$ cat src/hw/rtl/ps2mt_pkg.sv
// Shared types and constants for the PS/2 mouse packet tracker.
package ps2mt_pkg;

  // Default pointer coordinate width.
  localparam int unsigned CoordBitsDef = 12;

  // Size registers and the configuration port.
  localparam int unsigned SizeBits   = 13;
  localparam int unsigned CfgIdxBits = 2;
  localparam logic [CfgIdxBits-1:0] RegScreenWidth  = 2'd0;
  localparam logic [CfgIdxBits-1:0] RegScreenHeight = 2'd1;
  localparam logic [SizeBits-1:0] WidthReset  = 13'd640;
  localparam logic [SizeBits-1:0] HeightReset = 13'd480;

  // Widths of the packet bytes and of the per-axis movement.
  localparam int unsigned ByteBits   = 8;
  localparam int unsigned MoveBits   = 9;
  localparam int unsigned DeltaBits  = 10;
  localparam int unsigned ButtonBits = 3;

  // Flag byte layout.
  localparam int unsigned FlagSyncBit  = 3;
  localparam int unsigned FlagXSignBit = 4;
  localparam int unsigned FlagYSignBit = 5;
  localparam logic [ByteBits-1:0] FlagOvfMask = 8'hC0;
  localparam logic [ByteBits-1:0] FlagBtnMask = 8'h07;

  // Position of the next byte within a packet.
  typedef enum logic [1:0] {
    PosFlag = 2'd0,
    PosDx   = 2'd1,
    PosDy   = 2'd2
  } pos_e;

  // One complete, accepted packet as handed to the pointer logic.
  typedef struct packed {
    logic                  valid;
    logic [MoveBits-1:0]   dx;
    logic [MoveBits-1:0]   dy;
    logic [ButtonBits-1:0] buttons;
  } move_t;

endpackage

$ cat src/hw/rtl/ps2mt_framer.sv
// Byte framing: locks onto flag bytes and assembles three-byte packets.
module ps2mt_framer (
  input  logic                          clk_i,
  input  logic                          rst_ni,
  input  logic                          accept_i,
  input  logic [ps2mt_pkg::ByteBits-1:0] data_byte_i,
  input  logic                          clear_i,
  output ps2mt_pkg::move_t              move_o
);
  import ps2mt_pkg::*;

  pos_e                pos_q, pos_d;
  logic [ByteBits-1:0] flag_q, flag_d;
  logic [ByteBits-1:0] dxb_q, dxb_d;

  // Position register, with the captured flag and dx bytes.
  always_ff @(posedge clk_i or negedge rst_ni) begin
    if (!rst_ni) begin
      pos_q  <= PosFlag;
      flag_q <= '0;
      dxb_q  <= '0;
    end else begin
      pos_q  <= pos_d;
      flag_q <= flag_d;
      dxb_q  <= dxb_d;
    end
  end

  // Next position and the packet handed on when the third byte lands.
  always_comb begin
    pos_d          = pos_q;
    flag_d         = flag_q;
    dxb_d          = dxb_q;
    move_o.valid   = 1'b0;
    move_o.dx      = {flag_q[FlagXSignBit], dxb_q};
    move_o.dy      = {flag_q[FlagYSignBit], data_byte_i};
    move_o.buttons = ButtonBits'(flag_q & FlagBtnMask);
    if (clear_i) begin
      pos_d = PosFlag;
    end else if (accept_i) begin
      case (pos_q)
        PosFlag: begin
          // Only a byte with the sync bit set may open a packet.
          if (data_byte_i[FlagSyncBit]) begin
            flag_d = data_byte_i;
            pos_d  = PosDx;
          end
        end
        PosDx: begin
          dxb_d = data_byte_i;
          pos_d = PosDy;
        end
        PosDy: begin
          // A packet with either overflow bit set is consumed silently.
          pos_d        = PosFlag;
          move_o.valid = ((flag_q & FlagOvfMask) == '0);
        end
        default: begin
          pos_d = PosFlag;
        end
      endcase
    end
  end

endmodule

$ cat src/hw/rtl/ps2mt_axis.sv
// One pointer axis: size limit, centring on a size write, and clamped movement.
module ps2mt_axis #(
  parameter int unsigned                  COORD_BITS = ps2mt_pkg::CoordBitsDef,
  parameter logic [ps2mt_pkg::SizeBits-1:0] RESET_SIZE = ps2mt_pkg::WidthReset
) (
  input  logic                                clk_i,
  input  logic                                rst_ni,
  input  logic                                cfg_we_i,
  input  logic [ps2mt_pkg::SizeBits-1:0]      cfg_size_i,
  input  logic                                move_i,
  input  logic signed [ps2mt_pkg::DeltaBits-1:0] delta_i,
  output logic [COORD_BITS-1:0]               pos_next_o
);
  import ps2mt_pkg::*;

  localparam int unsigned WideBits =
    (COORD_BITS + 1 > SizeBits) ? COORD_BITS + 1 : SizeBits;
  localparam logic [WideBits-1:0] Limit = WideBits'(2 ** COORD_BITS);

  // Largest coordinate for a given size: a zero size counts as one and
  // sizes beyond the coordinate range are cut back to it.
  function automatic logic [WideBits-1:0] max_of(logic [SizeBits-1:0] size);
    logic [WideBits-1:0] s;
    s = WideBits'(size);
    if (s == '0) s = WideBits'(1);
    if (s > Limit) s = Limit;
    return s - WideBits'(1);
  endfunction

  // Half the size, but never past the largest coordinate.
  function automatic logic [WideBits-1:0] centre_of(logic [SizeBits-1:0] size);
    logic [WideBits-1:0] c;
    logic [WideBits-1:0] m;
    c = WideBits'(size >> 1);
    m = max_of(size);
    return (c > m) ? m : c;
  endfunction

  localparam logic [COORD_BITS-1:0] RstMax    = COORD_BITS'(max_of(RESET_SIZE));
  localparam logic [COORD_BITS-1:0] RstCentre = COORD_BITS'(centre_of(RESET_SIZE));

  logic [COORD_BITS-1:0]        max_q, max_d;
  logic [COORD_BITS-1:0]        pos_q, pos_d;
  logic signed [COORD_BITS+1:0] sum;

  // Position plus signed movement, clamped to zero and to the axis limit.
  always_comb begin
    sum = $signed({2'b00, pos_q}) + (COORD_BITS + 2)'(delta_i);
    if (sum < 0) begin
      pos_next_o = '0;
    end else if (sum[COORD_BITS:0] > {1'b0, max_q}) begin
      pos_next_o = max_q;
    end else begin
      pos_next_o = sum[COORD_BITS-1:0];
    end
  end

  // A size write re-centres the axis; a packet moves it.
  always_comb begin
    max_d = max_q;
    pos_d = pos_q;
    if (cfg_we_i) begin
      max_d = COORD_BITS'(max_of(cfg_size_i));
      pos_d = COORD_BITS'(centre_of(cfg_size_i));
    end else if (move_i) begin
      pos_d = pos_next_o;
    end
  end

  always_ff @(posedge clk_i or negedge rst_ni) begin
    if (!rst_ni) begin
      max_q <= RstMax;
      pos_q <= RstCentre;
    end else begin
      max_q <= max_d;
      pos_q <= pos_d;
    end
  end

endmodule

$ cat src/hw/rtl/ps2_mouse_packet_tracker_top.sv
// Top level of the PS/2 mouse packet tracker.
//
// Takes one mouse byte per beat and returns the pointer position and buttons
// once per good three-byte packet. A new byte can be accepted on every clock
// while the input is not stalled; the result appears in the output
// register on the edge after the third byte and waits there while stalled,
// which stalls the input only if the result has not yet been taken. Bytes
// before a flag byte (bit 3 set) are skipped, and packets with an overflow
// bit set give no result. Writing screen_width or screen_height re-centres
// that axis and restarts packet framing; write only while the block is idle.
module ps2_mouse_packet_tracker_top #(
  parameter int unsigned COORD_BITS = ps2mt_pkg::CoordBitsDef
) (
  input  logic                                 clk_i,
  input  logic                                 rst_ni,
  input  logic                                 cfg_we_i,
  input  logic [ps2mt_pkg::CfgIdxBits-1:0]     cfg_index_i,
  input  logic [ps2mt_pkg::SizeBits-1:0]       cfg_data_i,
  input  logic                                 in_valid_i,
  output logic                                 in_stall_o,
  input  logic [ps2mt_pkg::ByteBits-1:0]       data_byte_i,
  output logic                                 out_valid_o,
  input  logic                                 out_stall_i,
  output logic [COORD_BITS-1:0]                pointer_x_o,
  output logic [COORD_BITS-1:0]                pointer_y_o,
  output logic [ps2mt_pkg::ButtonBits-1:0]     button_bits_o
);
  import ps2mt_pkg::*;

  logic                          in_acc;
  logic                          cfg_x, cfg_y;
  move_t                         mv;
  logic signed [DeltaBits-1:0]   delta_x, delta_y;
  logic [COORD_BITS-1:0]         pos_x_next, pos_y_next;
  logic                          out_valid_q, out_valid_d;
  logic [COORD_BITS-1:0]         px_q, py_q;
  logic [ButtonBits-1:0]         btn_q;

  // Handshake: the input waits only while a result is held up downstream.
  assign in_stall_o = out_valid_q & out_stall_i;
  assign in_acc     = in_valid_i & ~in_stall_o;

  // Size register decode.
  assign cfg_x = cfg_we_i && (cfg_index_i == RegScreenWidth);
  assign cfg_y = cfg_we_i && (cfg_index_i == RegScreenHeight);

  ps2mt_framer u_framer (
    .clk_i       (clk_i),
    .rst_ni      (rst_ni),
    .accept_i    (in_acc),
    .data_byte_i (data_byte_i),
    .clear_i     (cfg_x | cfg_y),
    .move_o      (mv)
  );

  // X follows dx; Y runs the other way, since rows grow downward.
  assign delta_x = DeltaBits'($signed(mv.dx));
  assign delta_y = -(DeltaBits'($signed(mv.dy)));

  ps2mt_axis #(
    .COORD_BITS (COORD_BITS),
    .RESET_SIZE (WidthReset)
  ) u_axis_x (
    .clk_i      (clk_i),
    .rst_ni     (rst_ni),
    .cfg_we_i   (cfg_x),
    .cfg_size_i (cfg_data_i),
    .move_i     (mv.valid),
    .delta_i    (delta_x),
    .pos_next_o (pos_x_next)
  );

  ps2mt_axis #(
    .COORD_BITS (COORD_BITS),
    .RESET_SIZE (HeightReset)
  ) u_axis_y (
    .clk_i      (clk_i),
    .rst_ni     (rst_ni),
    .cfg_we_i   (cfg_y),
    .cfg_size_i (cfg_data_i),
    .move_i     (mv.valid),
    .delta_i    (delta_y),
    .pos_next_o (pos_y_next)
  );

  // Result register: loaded by a good packet, emptied when taken.
  always_comb begin
    out_valid_d = out_valid_q;
    if (mv.valid) begin
      out_valid_d = 1'b1;
    end else if (!out_stall_i) begin
      out_valid_d = 1'b0;
    end
  end

  always_ff @(posedge clk_i or negedge rst_ni) begin
    if (!rst_ni) begin
      out_valid_q <= 1'b0;
    end else begin
      out_valid_q <= out_valid_d;
    end
  end

  always_ff @(posedge clk_i) begin
    if (mv.valid) begin
      px_q  <= pos_x_next;
      py_q  <= pos_y_next;
      btn_q <= mv.buttons;
    end
  end

  assign out_valid_o   = out_valid_q;
  assign pointer_x_o   = px_q;
  assign pointer_y_o   = py_q;
  assign button_bits_o = btn_q;

  // A packet completes only on a byte that was actually taken.
  a_move_needs_accept : assert property (
    @(posedge clk_i) disable iff (!rst_ni) mv.valid |-> in_acc
  ) else $error("packet completed without an accepted byte");

  // A completed packet lands in the result register on the next edge.
  a_result_loaded : assert property (
    @(posedge clk_i) disable iff (!rst_ni)
    mv.valid |=> (out_valid_o && pointer_x_o == $past(pos_x_next) &&
                  pointer_y_o == $past(pos_y_next))
  ) else $error("result register not loaded from the finished packet");

  // A new result never appears without a byte accepted the cycle before.
  a_result_from_byte : assert property (
    @(posedge clk_i) disable iff (!rst_ni) $rose(out_valid_o) |-> $past(in_acc)
  ) else $error("result appeared without an accepted byte");

endmodule
$ cat config.mk
export PLATFORM = sky130hd
export DESIGN_NAME = ps2_mouse_packet_tracker_top
export DESIGN_NICKNAME = d
export VERILOG_FILES = /design/src/hw/rtl/ps2mt_pkg.sv /design/src/hw/rtl/ps2mt_framer.sv /design/src/hw/rtl/ps2mt_axis.sv /design/src/hw/rtl/ps2_mouse_packet_tracker_top.sv
export SDC_FILE = /design/constraint.sdc
export NUM_CORES = 1
export LEC_CHECK = 0
export CAP_MARGIN = 20
export CORE_ASPECT_RATIO = 1.75
export CORE_UTILIZATION = 49
export DETAILED_ROUTE_END_ITERATION = 12
export DONT_BUFFER_PORTS = 1
export SYNTH_ARGS = -nofsm -noshare
export SYNTH_HDL_FRONTEND = slang
export SYNTH_SLANG_ARGS = --single-unit
export TNS_END_PERCENT = 1
$ cat constraint.sdc
create_clock -name clk_i -period 9.4 [get_ports clk_i]
set_clock_uncertainty 0.15 [all_clocks]
set_input_delay 0.47 -clock clk_i [delete_from_list [all_inputs] [get_ports clk_i]]
set_output_delay 0.47 -clock clk_i [all_outputs]
set_load 0.005 [all_outputs]
# After elaboration in Yosys (flattened, before gate mapping)

Index checks and enable logic that the tools add are counted.

Eq/ne operators: 5
$lt $le $gt $ge: 8
Reduce and logical (&&, ||, !) cells: 12
Multiplexer cells: 26
Add/subtract/negate cells: 5
Bitwise logic cells: 5

Operators by type and width:

| kind                                                                          | count |
|---|---|
| 12-bit two-way mux                                                            | 10 |
| 13-bit two-way mux                                                            | 7 |
| 14-bit by 1-bit less-than comparator with 1-bit output, second input constant | 2 |
| 12-bit by 13-bit greater-than comparator with 1-bit output                    | 2 |
| 13-bit by 12-bit greater-than comparator with 1-bit output                    | 2 |
| 13-bit greater-than comparator, second input constant                         | 2 |
| 13-bit by 1-bit subtractor with 13-bit output, second input constant          | 2 |
| 13-bit by 10-bit adder with 14-bit output                                     | 1 |
| 13-bit by 9-bit adder with 14-bit output                                      | 1 |
| 13-bit zero test                                                              | 1 |
| 9-bit negation with 10-bit output                                             | 1 |
| 8-bit zero test                                                               | 1 |
| 2-bit two-way mux                                                             | 3 |
| 2-bit nonzero test                                                            | 3 |
| 1-bit two-way mux                                                             | 5 |
| 2-bit by 1-bit == test with 1-bit output, second input constant               | 2 |
| 2-bit zero test                                                               | 2 |
| 2-bit case mux with 2 select lines                                            | 1 |
| 4-bit AND reduction                                                           | 1 |
| 3-bit by 2-bit inequality test with 1-bit output, second input constant       | 1 |
| 3-bit AND reduction                                                           | 1 |
| 1-bit AND                                                                     | 2 |
| 2-bit == test, second input constant                                          | 1 |
| 1-bit logical AND                                                             | 2 |
| other kinds (4)                                                               | 5 |

Register bits after elaboration: 94
Output and inout port bits: 29
Input bits: 28
Word-level logic and storage cells: 72

# Depth between registers and ports, before layout

Depth after elaboration: 10
Mapped depth: 22

# By module

A second synthesis with hierarchy kept.

Cells, all modules: 798
Area, all modules: 7382.1 um^2

Modules (own cells, without submodules):

| module                       | instances | cells each | area each (um^2) |
|---|---|---|---|
| ps2mt_axis at u_axis_y       | 1         | 346        | 2807.7 |
| ps2mt_axis at u_axis_x       | 1         | 340        | 2777.7 |
| ps2_mouse_packet_tracker_top | 1         | 56         | 1023.5 |
| ps2mt_framer                 | 1         | 56         | 773.2 |

# Worst setup path after synthesis

No wires, ideal clock.

Path type: input port to flip-flop
Start: input cfg_data_i[12] (netlist name)
End: register u_axis_x.pos_q[0]
Stages on the path: 18
Setup slack: 4.831 ns
Library setup time: 0.126 ns
Buffers on the path: 4
Data arrival time: 4.292 ns
Cells stage by stage: clkbuf_1 -> buf_1 -> nor2_1 -> inv_1 -> ha_1 -> clkbuf_1 -> or4b_2 -> nor3_1 -> o31a_1 -> ha_1 -> and3_1 -> nand3_1 -> a221o_1 -> a211oi_2 -> buf_2 -> mux2i_1 -> a21oi_1 -> a221o_1

Cells in the longest elaborated chain, start to end: 10

RTL lines:

| element                                                    | RTL line                           | source |
|---|---|---|
| start, declared                                            | ps2_mouse_packet_tracker_top.sv:18 | `input logic [ps2mt_pkg::SizeBits-1:0] cfg_data_i,` |
| 13-bit zero test                                           | ps2mt_axis.sv:25                   | `if (s == '0) s = WideBits'(1);` |
| 13-bit two-way mux                                         | ps2mt_axis.sv:25                   |  |
| 13-bit two-way mux                                         | ps2mt_axis.sv:62                   | `if (cfg_we_i) begin` |
| 13-bit greater-than comparator                             | ps2mt_axis.sv:26                   | `if (s > Limit) s = Limit;` |
| 13-bit two-way mux                                         | ps2mt_axis.sv:26                   |  |
| 13-bit two-way mux                                         | ps2mt_axis.sv:62                   |  |
| 13-bit by 1-bit subtractor with 13-bit output              | --                                 |  |
| 12-bit by 13-bit greater-than comparator with 1-bit output | ps2mt_axis.sv:36                   | `return (c > m) ? m : c;` |
| 12-bit two-way mux *                                       | ps2mt_axis.sv:36                   |  |
| 12-bit two-way mux *                                       | ps2mt_axis.sv:62                   |  |
| end signal, assigned                                       | ps2mt_axis.sv:73                   | `pos_q <= RstCentre;` |
| end signal, assigned                                       | ps2mt_axis.sv:76                   | `pos_q <= pos_d;` |
| end, declared                                              | ps2mt_axis.sv:43                   | `logic [COORD_BITS-1:0] pos_q, pos_d;` |

Mark *: on every way between the ends. The rest lies on a longest branch, timed or not. The select of a mux whose other input is x is not followed.
A chain may end at the register's enable or synchronous reset.

# Worst setup path after layout

Start: register u_framer.dxb_q[4]
End: register px_q[7] (netlist: pointer_x_o[7]), data pin

Cells in the longest elaborated chain, start to end: 4
Elaborated cells between the ends (all ways): 5
Those cells by class: add/sub (1); order compare (2); mux (2)

RTL lines:

| element                                                    | RTL line                            | source |
|---|---|---|
| start, declared                                            | ps2mt_framer.sv:14                  | `logic [ByteBits-1:0] dxb_q, dxb_d;` |
| start signal, assigned                                     | ps2mt_framer.sv:21                  | `dxb_q <= '0;` |
| start signal, assigned                                     | ps2mt_framer.sv:25                  | `dxb_q <= dxb_d;` |
| 13-bit by 9-bit adder with 14-bit output *                 | ps2mt_axis.sv:48                    | `sum = $signed({2'b00, pos_q}) + (COORD_BITS + 2)'(delta_i);` |
| 13-bit by 12-bit greater-than comparator with 1-bit output | ps2mt_axis.sv:51                    | `end else if (sum[COORD_BITS:0] > {1'b0, max_q}) begin` |
| 12-bit two-way mux                                         | ps2mt_axis.sv:51                    |  |
| 12-bit two-way mux *                                       | ps2mt_axis.sv:49                    | `if (sum < 0) begin` |
| named net pos_x_next[7]                                    | ps2_mouse_packet_tracker_top.sv:34  | `logic [COORD_BITS-1:0] pos_x_next, pos_y_next;` |
| end signal, assigned                                       | ps2_mouse_packet_tracker_top.sv:106 | `px_q <= pos_x_next;` |
| end, declared                                              | ps2_mouse_packet_tracker_top.sv:36  | `logic [COORD_BITS-1:0] px_q, py_q;` |

The timed path passes the listed nets; every way through them passes the cells marked *.

==> impl_metrics.toml <==
[finish]
syn2layout_area_growth_pct = 8.305
final_cells = 845
fillers = 1173
drive_above_1_share = 0.1034
layout_common_cells = "nor2_1 (63), ha_1 (63), inv_1 (55)"
nets = 765
antennaDiodeCount = 0

[timing]
hold_viol_final = 0
setup_violations = 0
post-route-period-util = 0.5625
slew_headroom = 0.4746
hold_ws_ns = 0.09268
fin_tns_setup_ns = 0
fmax_ghz = 0.1891
period_needed_ns = 5.288
rsz0062_at_grt = "no"
slew_viol_final = 0
tightest_slew_ns = 0.7834

[synthesis]
synth_simple_gate_area_frac = 0.1427
synth_edf_count = 27
synthCells = 672
synth_top_area_cell = "dfrtp_1"
netlist_top_cells_area = "dfrtp_1 (17%), edfxtp_1 (13%), ha_1 (12%)"
ys_seq_area_frac = 0.3917
synth-seq-cells = 93
synth_xor_area_frac = 0.03306
ys_types = 64
syn_nets = 765
synth_top_family_by_area = "compound AO/OA/AOI/OAI gates"
synth_compound_area_frac = 0.1958
synth_area_um2 = 6357
synthAdderAreaFrac = 0.1303
synthDominantCellAreaShare = 0.1732
synthArstFlopShare = 0.7097
yosys_warnings = 0
avgSynthCellArea_um2 = 9.460
synth_mux_area_frac = 0.05865
synth_ff_type = "dfrtp_1"

[min_path]
hold_class = "input port to flip-flop"

[grt]
grt-ovfl-total = 0
grt_pass1_vias = 5237
grt_max_degree = 67
antenna_found_initial = 0
grt_usage = 0.2803
grt_pass1_wl_mm = 27.90

[clock_tree]
postCtsResizedCells = 0
insertion_delay_ns = 0.35
h-tree-depth = 3
clock-sinks = 93
clock_path_buffers = 2
cts_buffers = 9
cts-root-buf = "clkbuf_16"
cts.clk_slew.worst_paths_ns = 0.07
cts_tree = "yes"
cts_setup_buffers = 0

[placed_design]
numPortBuffers = 0
globalplace.congestion = 0.9072
place_hpwl_mm = 13.97
dp_cells = 825

[worst_setup_path]
cp.required_ns = 9.33
critPathMaxStageDelay_ns = 0.67
critPathBufInv = 0
path_max_fanout = 17
cp_slowest_cell = "a221oi_1"
arrival_ns = 5.22
critical_path.top_delay_family = "compound AO/OA/AOI/OAI gates"
start_kind = "flip-flop"
crit_chain = "ha_1 -> and3_1 -> a221oi_1 -> nand2_1 -> a21o_1 -> a21oi_1 -> xnor2_1 -> ha_1 -> a2111oi_0 -> o21ai_0 -> nor2_1 -> o21ai_0 -> a22oi_4 -> mux2i_1 -> nor2_1"
end_kind = "flip-flop"
critPathKind = "flip-flop to flip-flop"

[floorplanning]
die_area_um2 = 13450
initial_core_util = 0.5059
core_area_um2 = 12570
rows = 54
ios = 57
die_w_um = 88.11
die_y_um = 152.7

[pwr]
power_frac_seq = 0.277
clkPwrFrac = 0.174
power.total_mw = 2.131
max-vdd-ir-drop_mv = 0.1713
p_leak_nw = 3.062
p_int_mw = 1.173
sw_frac_of_total = 0.4496
combPwrFrac = 0.549
power_per_cell_area_nw_per_um2 = 309.4
p_sw_uw = 958.0

[routing]
drt_iter0_markers = 213
wl_per_cell_um = 21.14
vias_per_cell = 6.164
dr.pass1.iters = 5
vias = 5209
drc = 0
detail-route-antenna-nets = 0
wl_mm = 17.86

[outcome]
status = "finished clean"

[run]
drv_cap = 0
==> through the flow <==
stage            util  setup slack [ns]  cell area (µm²)
6_report       0.5479             4.112             6885
4_1_cts        0.5464             4.111             6867
5_1_grt        0.5479             3.856             6885
2_1_floorplan       -             4.832             6357
3_3_place_gp   0.5196             4.047             6530
3_5_place_dp   0.5196             3.921             6530
==> power groups by stage <==
stage,sequential (mW),clock (mW),combinational [mW]
global route,0.597,0.396,1.27
floorplan,0.566,0,0.861
CTS,0.589,0.378,1.15
finish,0.590,0.370,1.17
detailed placement,0.597,0,1.14
global placement,0.596,0,1.11
==> registers in the layout (all words and copies together) (netlist names) <==
| name | count |
|---|---|
| u_axis_x.max_q | 12 |
| u_framer.flag_q | 7 |
| pointer_x_o | 12 |
| button_bits_o | 3 |
| u_axis_y.pos_q | 12 |
| u_framer.pos_q | 2 |
| u_axis_x.pos_q | 12 |
| u_axis_y.max_q | 12 |
| out_valid_o | 1 |
| u_framer.dxb_q | 8 |
| pointer_y_o | 12 |
==> cell families after synthesis <==
logic type               count (synthesis)
XOR/XNOR                                24
buffers and inverters                   77
adder cells (fa/ha/maj)                 65
multiplexers                            36
flip-flops                              93
AND/OR/NAND/NOR                        191
AO/OA/AOI/OAI                          186
==> final cells by class <==
| cell class | count | area [µm²] | share of cell area |
|---|---|---|---|
| clock inverters | 7 | 73.82 | 0.01072 |
| clock buffers | 9 | 225.2 | 0.03271 |
| repair buffers | 11 | 108.9 | 0.01581 |
| multi-input cells | 502 | 3571 | 0.5186 |
| well taps | 168 | 210.2 | 0.03053 |
| flip-flops and latches | 93 | 2490 | 0.3616 |
| inverters | 55 | 206.4 | 0.02998 |
==> layer usage <==
| metal | vias to the layer above | share of wire | global-route usage |
|---|---|---|---|
| met2 | 125 | 0.54 | 0.5090 |
| met5 | - | 0 | 0 |
| met1 | 2586 | 0.37 | 0.3029 |
| met4 | 0 | 0.056 | 0.1559 |
| met3 | 45 | 0.029 | 0.03575 |
| li1 | 2453 | - | - |
==> Yosys cell counts, types with 16 or more instances <==
cell type  count
a21oi_1       35
nand2_1       52
nor2_1        63
inv_1         55
o21ai_0       46
mux2i_1       26
xnor2_1       21
dfstp_2       22
edfxtp_1      27
dfrtp_1       44
ha_1          63
clkbuf_1      16
==> path summary, 6_finish.rpt <==
check	startpoint	endpoint	slack [ns]	cells past startpoint
max in group asynchronous	rst_ni	u_axis_x.max_q[5]$_DFFE_PN1P_	8.27	2
min	data_byte_i[5]	u_framer.flag_q[5]$_DFFE_PN0P_	0.09	2
min reg2reg	u_framer.flag_q[0]$_DFFE_PN0P_	button_bits_o[0]$_DFFE_PP_	0.30	0
min in group asynchronous	rst_ni	u_axis_y.pos_q[10]$_DFFE_PN0P_	0.49	2
max	u_framer.dxb_q[4]$_DFFE_PN0P_	pointer_x_o[7]$_DFFE_PP_	4.11	15
max reg2reg	u_framer.dxb_q[4]$_DFFE_PN0P_	pointer_x_o[7]$_DFFE_PP_	4.11	15
==> worst reg2reg max path: stages, from the launching register on <==
cell and delay, ns:
dfrtp_1 0.40, ha_1 0.37, and3_1 0.20, a221oi_1 0.67
nand2_1 0.16, a21o_1 0.22, a21oi_1 0.18, xnor2_1 0.15
ha_1 0.23, a2111oi_0 0.50, o21ai_0 0.22, nor2_1 0.12
o21ai_0 0.15, a22oi_4 0.58, mux2i_1 0.62, nor2_1 0.10
==> repair_timing <==
item,in CTS,in global routing
endpoints found under the hold margin,66,0
hold buffers,2,0
setup endpoints to repair,0,0
Power figures use the tool's default switching activity.
